[config.mk]
export PLATFORM = sky130hd
export DESIGN_NAME = mfi_ctrl
export DESIGN_NICKNAME = d
export VERILOG_FILES = /design/src/money_flow_index_assert.svh /design/src/mfi_pkg.sv /design/src/mfi_ctrl.sv
export SDC_FILE = /design/constraint.sdc
export NUM_CORES = 1
export LEC_CHECK = 0
export BUFFER_PORTS_ARGS = -buffer_cell sky130_fd_sc_hd__buf_2
export CORE_UTILIZATION = 51
export DETAILED_ROUTE_END_ITERATION = 10
export GPL_TIMING_DRIVEN = 0
export PLACE_DENSITY = 0.76
export SLEW_MARGIN = 20
export SYNTH_ARGS = -nofsm -noshare
export SYNTH_HDL_FRONTEND = slang
export SYNTH_SLANG_ARGS = --single-unit
[constraint.sdc]
create_clock -name clk -period 2.3 [get_ports clk]
set_input_delay 0.115 -clock clk [delete_from_list [all_inputs] [get_ports clk]]
set_output_delay 0.115 -clock clk [all_outputs]
set_load 0.01 [all_outputs]
[src/money_flow_index_assert.svh]
// ----------------------------------------------------------------------------
// money_flow_index_assert.svh
// Assertion macros for the money flow index block. Each one samples on clk
// and is disabled while rst_n is low.
// ----------------------------------------------------------------------------
`ifndef MONEY_FLOW_INDEX_ASSERT_SVH
`define MONEY_FLOW_INDEX_ASSERT_SVH

`ifndef ASSERT_OFF

// ante holds -> cons holds in the same cycle
`define MFI_ASSERT_SAME(lbl, ante, cons, msg) \
    lbl: assert property (@(posedge clk) disable iff (!rst_n) (ante) |-> (cons)) \
        else $error(msg);

// ante holds -> cons holds in the next cycle
`define MFI_ASSERT_NEXT(lbl, ante, cons, msg) \
    lbl: assert property (@(posedge clk) disable iff (!rst_n) (ante) |=> (cons)) \
        else $error(msg);

`else

`define MFI_ASSERT_SAME(lbl, ante, cons, msg)
`define MFI_ASSERT_NEXT(lbl, ante, cons, msg)

`endif

`endif

[src/mfi_pkg.sv]
// ----------------------------------------------------------------------------
// mfi_pkg
// Shared widths, constants and controller/datapath interface types.
// ----------------------------------------------------------------------------
package mfi_pkg;

    localparam int PRICE_W        = 24;
    localparam int VOL_W          = 24;
    localparam int PROD_W         = PRICE_W + VOL_W;
    localparam int CFG_W          = 7;
    localparam int INDEX_W        = 14;
    localparam int IN_DATA_W      = 48;
    localparam int OUT_DATA_W     = 16;
    localparam int OUT_USER_W     = 2;
    localparam int WINDOW_MAX_DEF = 64;

    localparam logic [CFG_W-1:0]   WINDOW_LEN_RESET = 7'd14;
    localparam logic [INDEX_W-1:0] SCALE            = 14'd10000;

    // controller -> datapath
    typedef struct packed {
        logic cfg_write;
        logic load_in;
        logic do_mul;
        logic do_sub;
        logic do_add;
        logic do_prep;
        logic do_num;
        logic do_div;
        logic load_out;
    } mfi_cmd_t;

    // datapath -> controller
    typedef struct packed {
        logic out_free;
    } mfi_sts_t;

endpackage

[src/mfi_ctrl.sv]
// ----------------------------------------------------------------------------
// mfi_ctrl
// Sequencer for one item: product, window update, ratio setup, 14-step
// restoring divide, then hand-off into the output register.
// ----------------------------------------------------------------------------
module mfi_ctrl (
    input  logic              clk,
    input  logic              rst_n,
    input  logic              s_axis_tvalid,
    output logic              s_axis_tready,
    input  logic              cfg_valid,
    output logic              cfg_ready,
    input  mfi_pkg::mfi_sts_t sts,
    output mfi_pkg::mfi_cmd_t cmd
);
    import mfi_pkg::*;

    localparam int CNT_W = $clog2(INDEX_W);

    typedef enum logic [7:0] {
        ST_IDLE = 8'b0000_0001,
        ST_MUL  = 8'b0000_0010,
        ST_SUB  = 8'b0000_0100,
        ST_ADD  = 8'b0000_1000,
        ST_PREP = 8'b0001_0000,
        ST_NUM  = 8'b0010_0000,
        ST_DIV  = 8'b0100_0000,
        ST_OUT  = 8'b1000_0000
    } state_t;

    state_t            state_reg, state_next;
    logic [CNT_W-1:0]  cnt_reg, cnt_next;
    logic              div_last;

    // config has priority over a waiting item
    assign cfg_ready     = (state_reg == ST_IDLE);
    assign s_axis_tready = (state_reg == ST_IDLE) && !cfg_valid;
    assign div_last      = (cnt_reg == CNT_W'(INDEX_W - 1));

    always_comb
    begin
        state_next   = state_reg;
        cnt_next     = cnt_reg;
        cmd          = '0;
        cmd.cfg_write = cfg_valid && cfg_ready;
        case (state_reg)
            ST_IDLE:
            begin
                if (s_axis_tvalid && s_axis_tready)
                begin
                    cmd.load_in = 1'b1;
                    state_next  = ST_MUL;
                end
            end
            ST_MUL:
            begin
                cmd.do_mul = 1'b1;
                state_next = ST_SUB;
            end
            ST_SUB:
            begin
                cmd.do_sub = 1'b1;
                state_next = ST_ADD;
            end
            ST_ADD:
            begin
                cmd.do_add = 1'b1;
                state_next = ST_PREP;
            end
            ST_PREP:
            begin
                cmd.do_prep = 1'b1;
                state_next  = ST_NUM;
            end
            ST_NUM:
            begin
                cmd.do_num = 1'b1;
                cnt_next   = '0;
                state_next = ST_DIV;
            end
            ST_DIV:
            begin
                cmd.do_div = 1'b1;
                cnt_next   = cnt_reg + CNT_W'(1);
                if (div_last)
                begin
                    state_next = ST_OUT;
                end
            end
            ST_OUT:
            begin
                if (sts.out_free)
                begin
                    cmd.load_out = 1'b1;
                    state_next   = ST_IDLE;
                end
            end
            default:
            begin
                state_next = ST_IDLE;
            end
        endcase
    end

    always_ff @(posedge clk or negedge rst_n)
    begin
        if (!rst_n)
        begin
            state_reg <= ST_IDLE;
            cnt_reg   <= '0;
        end
        else
        begin
            state_reg <= state_next;
            cnt_reg   <= cnt_next;
        end
    end

endmodule

==> results of run 1 <==
[metrics by stage]
| step | worst slack [ns] | area (um^2) | power, mW | cells | util (%) |
|---|---|---|---|---|---|
| 6_report | 0.360 | 888 | 0.645 | 113 | 66.6 |
| 5_1_grt | 0.134 | 888 | 0.689 | 113 | 66.6 |
| 4_1_cts | 0.209 | 882 | 0.649 | 113 | 66.1 |
| 3_5_place_dp | 0.514 | 836 | 0.475 | 108 | 62.7 |
| 3_3_place_gp | 0.531 | 836 | 0.471 | 108 | 62.7 |
| 2_1_floorplan | 0.643 | 742 | 0.413 | 78 | - |
[how the worst max path moves through the flow]
| stage | startpoint | to | depth (start not counted) |
|---|---|---|---|
| finish | state_reg[7]$_DFFE_PN0P_ | cmd[7] | 6 |
| global route | state_reg[7]$_DFFE_PN0P_ | cmd[4] | 5 |
| CTS | state_reg[7]$_DFFE_PN0P_ | cmd[7] | 6 |
| detailed placement | state_reg[2]$_DFFE_PN0P_ | cnt_reg[2]$_DFFE_PN0P_ | 5 |
| global placement | state_reg[7]$_DFFE_PN0P_ | cmd[7] | 6 |
| floorplan | state_reg[2]$_DFFE_PN0P_ | cnt_reg[2]$_DFFE_PN0P_ | 5 |
[cells by family (layout without fill, tap and decap cells)]
| kind of cell | count (synthesis) | after routing |
|---|---|---|
| xor gates and xnor gates | 3 | 3 |
| AOI/OAI and AO/OA | 12 | 12 |
| DFF | 12 | 12 |
| and+or+nand+nor | 39 | 39 |
| muxes | 1 | 1 |
| adders and majority gates | 2 | 2 |
| buffers and inverters | 9 | 29 |
[power breakdown]
group / switching (mW) / leakage [nW] / internal (mW)
registers: 0.0179 / 0.163 / 0.233
logic: 0.124 / 0.252 / 0.0968
clock network: 0.0769 / 0.0210 / 0.0963
[cell type report]
type	instances	area (um^2)	share of cell area [%]
Tap cell	15	18.8	2.11
Multi-Input combinational cell	57	405	45.6
Inverter	5	18.8	2.11
Buffer	4	22.5	2.54
Timing Repair Buffer	16	85.1	9.58
Clock buffer	4	36.3	4.08
Sequential cell	12	302	33.9
[cell usage in the layout, fill, tap and decap left out, drive strengths merged]
| master | n |
|---|---|
| a211o | 1 |
| a211oi | 2 |
| a21o | 2 |
| a21oi | 2 |
| a41oi | 1 |
| and2 | 2 |
| and3 | 3 |
| buf | 16 |
| clkbuf | 7 |
| dfrtp | 11 |
| dfstp | 1 |
| dlygate4sd3 | 1 |
| ha | 2 |
| inv | 5 |
| mux2i | 1 |
| nand2 | 4 |
| nand2b | 2 |
| nand3 | 3 |
| nand3b | 1 |
| nor2 | 7 |
| nor2b | 1 |
| nor3 | 2 |
| nor3b | 6 |
| nor4 | 5 |
| nor4b | 2 |
| o21ai | 1 |
| o22ai | 2 |
| o32a | 1 |
| or4 | 1 |
| xnor2 | 2 |
| xor2 | 1 |
[layer usage]
metal  vias to the layer above  global-route usage, %  wire, um
li1                        321                      -         -
met1                       277                   24.0       723
met2                        18                   33.5       590
met3                         4                   5.00        59
met4                         0                   10.3        29
met5                         -                      0         0
[timing repair]
item / in CTS / in global routing
setup buffers: 0 / 0
gates resized for setup: 0 / 1
endpoints found under the hold margin: 12 / 0
endpoints found under the setup margin: 0 / 2
hold buffers: 1 / 0
==> results.py, run 1 <==
metrics = {
    "layout": {
        "fillers": 115,
        "largest_reg_flops": 8,
        "drive_gt1_share_pct": 26.5,
        "nets": 106,
        "area_delta_synth_final_pct": 19.7,
        "diodes": 0,
    },
    "logic_synthesis": {
        "ys_seq_area_share_pct": 40.6,
        "syn_area_per_cell_um2": 9.51,
        "synth.cell_area_um2": 742,
        "synth_compound_area_share_pct": 12.6,
        "synth_area_leaders": "dfrtp_1, nor3b_1, dfstp_2",
        "yosysTopAreaCell": "dfrtp_1",
        "async_flop_share_pct": 100,
        "synthDistinctLibCells": 32,
        "synth_xor_area_share_pct": 3.54,
        "yosys.area.top_type_share_pct": 37.1,
        "synth_cells": 78,
        "syn_nets": 85,
        "synth-simple-area-share_pct": 32.9,
        "ys_ff_latch": 12,
        "synthFlopType": "dfrtp_1",
        "synth_top_family_by_area": "simple AND/OR/NAND/NOR gates",
        "synthTopCellsByCount": "dfrtp_1, nor2_1, nor3b_1",
        "synthMuxAreaShare_pct": 1.35,
        "synth_edf_count": 0,
        "yosysWarningCount": 0,
        "synth-adder-area-share_pct": 3.37,
        "synth_most_common_cell": "dfrtp_1",
    },
    "sta": {
        "rsz0062_at_grt": "no",
        "fmax_ghz": 0.516,
        "slew_violations": 0,
        "tns_ns": 0,
        "fin_skew_ns": 0.00199,
        "worst_pin_slew_ns": 0.477,
        "finalCriticalPeriod_ns": 1.94,
        "relSlewSlack_pct": 68.2,
        "setup_viol": 0,
        "timing.final.crit_share_pct": 84.3,
        "timing.hold.ws_ns": 0.100,
        "hold_viol_final": 0,
    },
    "global_routing": {
        "grt_pass1_wl_um": 2040,
        "first_global_vias": 503,
        "grtUsageTotal_pct": 20.2,
        "antenna_found_initial": 0,
        "grt.overflow.total": 0,
        "grt_start_max_net_pins": 13,
    },
    "drt": {
        "routed_via_density": 5.49,
        "postRouteAntennaNets": 0,
        "drt_iter0_markers": 12,
        "first_pass_iters": 4,
        "vias": 620,
        "drc": 0,
        "routed_wl_um": 1400,
        "wl_per_cell_um": 12.4,
    },
    "clock_network": {
        "cts_buffers": 3,
        "cts_tree": "done",
        "root_buffer": "clkbuf_4",
        "clk_pin_slew_ns": 0.08,
        "clock_sinks": 12,
        "h-tree-depth": 1,
        "clkLatencyLatePin_ns": 0.28,
        "clockBufferDepth": 2,
    },
    "min_path": {
        "min_to": "state_reg[1]$_DFFE_PN0P_",
        "hold_depth": 2,
        "min_path_type": "in2reg",
        "min_from": "s_axis_tvalid",
    },
    "worst_setup_path": {
        "r2r_end": "cnt_reg[2]$_DFFE_PN0P_",
        "regToRegSetupSlack_ns": 0.51,
        "reg2regPathDepth": 5,
        "criticalPathCategory": "reg2out",
        "crit_slowest_cell": "nor4_2",
        "reg2reg_from": "state_reg[2]$_DFFE_PN0P_",
        "critPathMaxStageDelay_ns": 0.39,
        "start_kind": "flip-flop",
        "path_cells": "clkbuf_1 > nor4_2 > nand2_1 > inv_1 > and3_1 > buf_2",
        "path_delay_family": "simple AND/OR/NAND/NOR gates",
        "worstPathMaxFanout": 9,
        "end_kind": "output pin",
        "cp.required_ns": 2.18,
        "cp.arrival_ns": 1.82,
        "crit_buf_inv": 3,
    },
    "placement": {
        "place.gp.congestion": 0.710,
        "port_buffers": 15,
        "hpwl_um": 1050,
    },
    "die": {
        "die-area_um2": 1610,
        "initial_utilization_pct": 55.6,
        "io_pins": 16,
        "die_w_um": 40.1,
        "core_area_um2": 1330,
        "rows": 13,
        "dieHeight_um": 40.1,
    },
    "pwr": {
        "max-vdd-ir-drop_v": 0.000436,
        "p_per_area_nw_per_um2": 726,
        "total_leakage_power_nw": 0.436,
    },
    "run": {
        "maxCapViolCount": 0,
    },
    "outcome": {
        "status": "finished clean",
    },
}
No activity file was read; power rests on OpenSTA's default activity.
==> inputs of run 2 (changes only) <==
clock period = 2 ns   (was 2.3 ns; I/O delays follow)
==> run 2 against run 1 <==
Net effect:
- global-route usage is the same
- worst setup slack lost 0.27 ns
- sequential power grew 16%
- largest cell class unchanged
- count of clock-buffer cells in the layout is the same
- die area is the same
- critical path type unchanged
- core utilization grew 1.7 points
==> results.py, run 2 (same netlist as run 1, synthesis figures left out) <==
metrics = {
    "clock_network": {
        "clk_pin_slew_ns": 0.08,
        "cts_tree": "done",
        "clockBufferDepth": 2,
        "clock_sinks": 12,
        "root_buffer": "clkbuf_4",
        "cts_buffers": 3,
        "cts_setup_buffers": 0,
        "h-tree-depth": 1,
        "clkLatencyLatePin_ns": 0.28,
    },
    "worst_setup_path": {
        "cp.required_ns": 1.90,
        "cp.arrival_ns": 1.81,
        "worstPathMaxFanout": 9,
        "start_kind": "flip-flop",
        "end_kind": "output pin",
        "reg2regPathDepth": 5,
        "criticalPathCategory": "reg2out",
        "regToRegSetupSlack_ns": 0.18,
    },
    "layout": {
        "largest_reg_flops": 8,
        "seqCellArea_um2": 302,
        "final_common_cell": "buf_2",
        "final_area_um2": 911,
        "area_delta_synth_final_pct": 22.8,
        "fin_cells": 113,
        "fillers": 109,
        "diodes": 0,
        "drive_gt1_share_pct": 29.6,
        "mostFrequentLayoutCells": "buf_2, dfrtp_1, nor2_1",
        "nets": 106,
        "multi_input_area_um2": 427,
    },
    "placement": {
        "place.gp.congestion": 0.710,
        "dp_cells": 108,
        "port_buffers": 15,
        "place_area_um2": 836,
        "hpwl_um": 1050,
    },
    "pwr": {
        "power.total_mw": 0.758,
        "max-vdd-ir-drop_v": 0.000506,
        "total_leakage_power_nw": 0.450,
        "p_per_area_nw_per_um2": 832,
    },
    "die": {
        "initial_utilization_pct": 55.6,
        "die-area_um2": 1610,
        "core_area_um2": 1330,
        "dieHeight_um": 40.1,
        "die_w_um": 40.1,
        "rows": 13,
        "io_pins": 16,
    },
    "sta": {
        "finalCriticalPeriod_ns": 1.91,
        "timing.final.crit_share_pct": 95.3,
        "worst_pin_slew_ns": 0.517,
        "relSlewSlack_pct": 65.5,
        "setup_viol": 0,
        "hold_viol_final": 0,
        "slew_violations": 0,
        "fmax_ghz": 0.525,
        "fin_skew_ns": 0.00239,
    },
    "min_path": {
        "min_path_type": "in2reg",
        "hold_depth": 2,
    },
    "global_routing": {
        "first_global_vias": 503,
        "grt_pass1_wl_um": 2040,
        "grt.overflow.total": 0,
        "antenna_found_initial": 0,
        "grtUsageTotal_pct": 20.2,
        "grt_start_max_net_pins": 13,
    },
    "outcome": {
        "status": "finished clean",
    },
    "run": {
        "maxCapViolCount": 0,
    },
    "drt": {
        "drt_iter0_markers": 7,
        "drc": 0,
        "routed_wl_um": 1450,
        "postRouteAntennaNets": 0,
        "routed_via_density": 5.50,
        "first_pass_iters": 4,
        "vias": 621,
        "wl_per_cell_um": 12.8,
    },
}
==> run 2: what timing repair did <==
item | 4_1_cts | 5_1_grt
hold buffers | 1 | 0
endpoints found under the setup margin | 3 | 4
pin swaps | 0 | 1
gates resized for setup | 1 | 5
endpoints found under the hold margin | 12 | 0
==> run 2: cell type report <==
class	count	share of cell area, %
Buffer	4	2.61
Clock buffer	4	3.98
Inverter	5	2.06
Multi-Input combinational cell	57	46.8
Sequential cell	12	33.1
Tap cell	15	2.06
Timing Repair Buffer	16	9.34
==> run 2: critical path, stage by stage (launching register included) <==
cell and delay [ns]:
dfrtp_1 0.36, clkbuf_1 0.20, or4_4 0.51, nor3_1 0.27, buf_2 0.18
==> run 2: path summary, 6_finish.rpt <==
| path | from | to |
|---|---|---|
| min reg2reg | cnt_reg[0]$_DFFE_PN0P_ | cnt_reg[0]$_DFFE_PN0P_ |
| min | s_axis_tvalid | state_reg[1]$_DFFE_PN0P_ |
| max in group asynchronous | rst_n | state_reg[0]$_DFFE_PN1P_ |
| max reg2reg | state_reg[3]$_DFFE_PN0P_ | cnt_reg[2]$_DFFE_PN0P_ |
| min in group asynchronous | rst_n | state_reg[5]$_DFFE_PN0P_ |
| max | state_reg[3]$_DFFE_PN0P_ | cmd[2] |
==> run 2: through the flow <==
step           TNS, ns  hold WS, ns  worst slack (ns)  utilization (%)
2_1_floorplan        0       -0.196             0.343                -
3_3_place_gp         0     -0.00751             0.246             62.7
3_5_place_dp         0     -0.00374             0.214             62.7
4_1_cts              0       0.0884            0.0694             66.6
5_1_grt        -0.0122        0.103           -0.0122             68.3
6_report             0       0.0850            0.0943             68.3
==> run 2: routing by layer <==
metal,GRT usage (%),share of wire (%),vias to the layer above
met5,0,0,-
met4,10.3,2.0,0
met3,5.00,3.5,4
met2,33.5,43,13
met1,24.0,51,283
li1,-,-,321
==> run 2: where the power goes <==
part | switching [mW] | internal, mW | leakage (nW)
registers | 0.0242 | 0.268 | 0.163
logic | 0.145 | 0.120 | 0.265
clock network | 0.0888 | 0.111 | 0.0210
==> inputs of run 3 (changes only) <==
PLACE_DENSITY = not set   (was 0.76)
PLACE_DENSITY_LB_ADDON = 0.1   (was not set)
==> run 3 against run 2 <==
Net effect:
- worst setup slack gained 0.030 ns
- first-iteration DRC count rose by 14%
- flip-flop and latch count unchanged
- power is 0.50% lower
- wire length increased by 1.7%
- die area stayed put
- sequential power hardly changed
- largest power group unchanged
- highest routed layer unchanged
==> results.py, run 3 (same netlist as run 1, synthesis figures left out) <==
metrics = {
    "pwr": {
        "total_leakage_power_nw": 0.451,
        "power.share.clock_pct": 25.8,
        "intPower_mw": 0.499,
        "max-vdd-ir-drop_v": 0.000591,
        "sw_frac_of_total_pct": 33.8,
        "p_sw_mw": 0.254,
        "p_comb_share_pct": 35.6,
        "p_per_area_nw_per_um2": 823,
        "p_seq_share_pct": 38.7,
    },
    "layout": {
        "area_delta_synth_final_pct": 23.4,
        "nets": 106,
        "drive_gt1_share_pct": 30.6,
        "mostFrequentLayoutCells": "buf_2, dfrtp_1, nor2_1",
        "fillers": 120,
        "final_common_cell": "buf_2",
        "diodes": 0,
        "largest_reg_flops": 8,
        "post-route-util_pct": 68.7,
    },
    "placement": {
        "hpwl_um": 1080,
        "port_buffers": 15,
        "place.gp.congestion": 0.732,
    },
    "drt": {
        "routed_via_density": 5.51,
        "drc": 0,
        "first_pass_iters": 4,
        "routed_wl_um": 1480,
        "wl_per_cell_um": 13.1,
        "postRouteAntennaNets": 0,
        "vias": 623,
        "drt_iter0_markers": 8,
    },
    "global_routing": {
        "grt_start_max_net_pins": 13,
        "grt.overflow.total": 0,
        "grtUsageTotal_pct": 21.3,
        "grt_pass1_wl_um": 2210,
        "first_global_vias": 525,
        "antenna_found_initial": 0,
    },
    "die": {
        "io_pins": 16,
        "die-area_um2": 1610,
        "core_area_um2": 1330,
        "initial_utilization_pct": 55.6,
        "dieHeight_um": 40.1,
        "die_w_um": 40.1,
        "rows": 13,
    },
    "worst_setup_path": {
        "end_kind": "output pin",
        "critPathMaxStageDelay_ns": 0.51,
        "path_cells": "clkbuf_1 > or4_4 > nor4_1 > buf_2",
        "crit_slowest_cell": "or4_4",
        "start_kind": "flip-flop",
        "cp.arrival_ns": 1.78,
        "worstPathMaxFanout": 9,
        "cp.required_ns": 1.90,
        "criticalPathCategory": "reg2out",
    },
    "sta": {
        "hold_viol_final": 0,
        "worst_pin_slew_ns": 0.508,
        "setup_viol": 0,
        "slew_violations": 0,
        "rsz0062_at_grt": "yes",
        "fin_skew_ns": 0.00211,
        "timing.final.crit_share_pct": 93.8,
        "relSlewSlack_pct": 66.1,
        "finalCriticalPeriod_ns": 1.88,
        "timing.hold.ws_ns": 0.0922,
        "fmax_ghz": 0.533,
    },
    "min_path": {
        "min_path_type": "in2reg",
    },
    "clock_network": {
        "h-tree-depth": 1,
        "cts_buffers": 3,
        "cts_setup_buffers": 0,
        "clk_pin_slew_ns": 0.08,
        "root_buffer": "clkbuf_4",
        "cts_tree": "done",
        "clockBufferDepth": 2,
        "clkLatencyLatePin_ns": 0.27,
        "clock_sinks": 12,
    },
    "run": {
        "maxCapViolCount": 0,
    },
    "outcome": {
        "status": "finished clean",
    },
}
[run 3: cell counts in the layout (fill, tap and decap cells not counted)]
No cell type changed its count.
[run 3: critical path: cells and delay by family (launching register included)]
| family | cells | cell delay (ns) |
|---|---|---|
| and+or+nand+nor | 2 | 0.75 |
| DFF | 1 | 0.37 |
| buffers and inverters | 2 | 0.38 |
[run 3: through the flow]
| stage | setup slack (ns) | total power [mW] | cells | setup TNS, ns | area (um^2) |
|---|---|---|---|---|---|
| 5_1_grt | -0.00779 | 0.805 | 113 | -0.00779 | 916 |
| 3_5_place_dp | 0.210 | 0.546 | 108 | 0 | 836 |
| 6_report | 0.125 | 0.754 | 113 | 0 | 916 |
| 3_3_place_gp | 0.245 | 0.541 | 108 | 0 | 836 |
| 2_1_floorplan | 0.343 | 0.475 | 78 | 0 | 742 |
| 4_1_cts | 0.0487 | 0.747 | 113 | 0 | 888 |
[run 3: timing repair]
action / 4_1_cts / 5_1_grt
hold buffers: 1 / 0
gates resized for setup: 1 / 6
setup endpoints to repair: 3 / 4
pin swaps: 0 / 1
endpoints found under the hold margin: 12 / 0
[run 3: final cells by class]
cell class	count	area, um^2	area share, %
sequential	12	302	32.9
buffer	4	23.8	2.60
tap	15	18.8	2.05
multi-input combinational	57	432	47.1
timing repair buffer	16	85.1	9.29
inverter	5	18.8	2.05
clock buffer	4	36.3	3.96
[run 3: worst paths after layout]
| check | startpoint | to | slack, ns | cells after the start |
|---|---|---|---|---|
| setup / recovery | state_reg[3]$_DFFE_PN0P_ | cmd[3] | 0.12 | 4 |
| hold / removal | s_axis_tvalid | state_reg[1]$_DFFE_PN0P_ | 0.09 | 2 |
| setup reg to reg | state_reg[3]$_DFFE_PN0P_ | cnt_reg[2]$_DFFE_PN0P_ | 0.18 | 5 |
| hold reg to reg | cnt_reg[2]$_DFFE_PN0P_ | cnt_reg[2]$_DFFE_PN0P_ | 0.57 | 1 |
| max in group asynchronous | rst_n | state_reg[0]$_DFFE_PN1P_ | 1.48 | 2 |
| min in group asynchronous | rst_n | state_reg[5]$_DFFE_PN0P_ | 0.24 | 2 |
[run 3: metal layers]
metal  up-vias  part of all wire, %  global-route usage [%]
met5         -                    0                       0
met4         0                 0.95                    10.3
met3         2                  2.4                    3.33
met2        11                   48                    34.7
met1       289                   49                    27.2
li1        321                    -                       -
[run 3: power groups by stage]
stage          combinational [mW]  sequential [mW]  clock [mW]
6_report                    0.268            0.292       0.194
5_1_grt                     0.300            0.294       0.211
4_1_cts                     0.257            0.288       0.202
3_5_place_dp                0.254            0.292           0
3_3_place_gp                0.250            0.291           0
2_1_floorplan               0.188            0.288           0
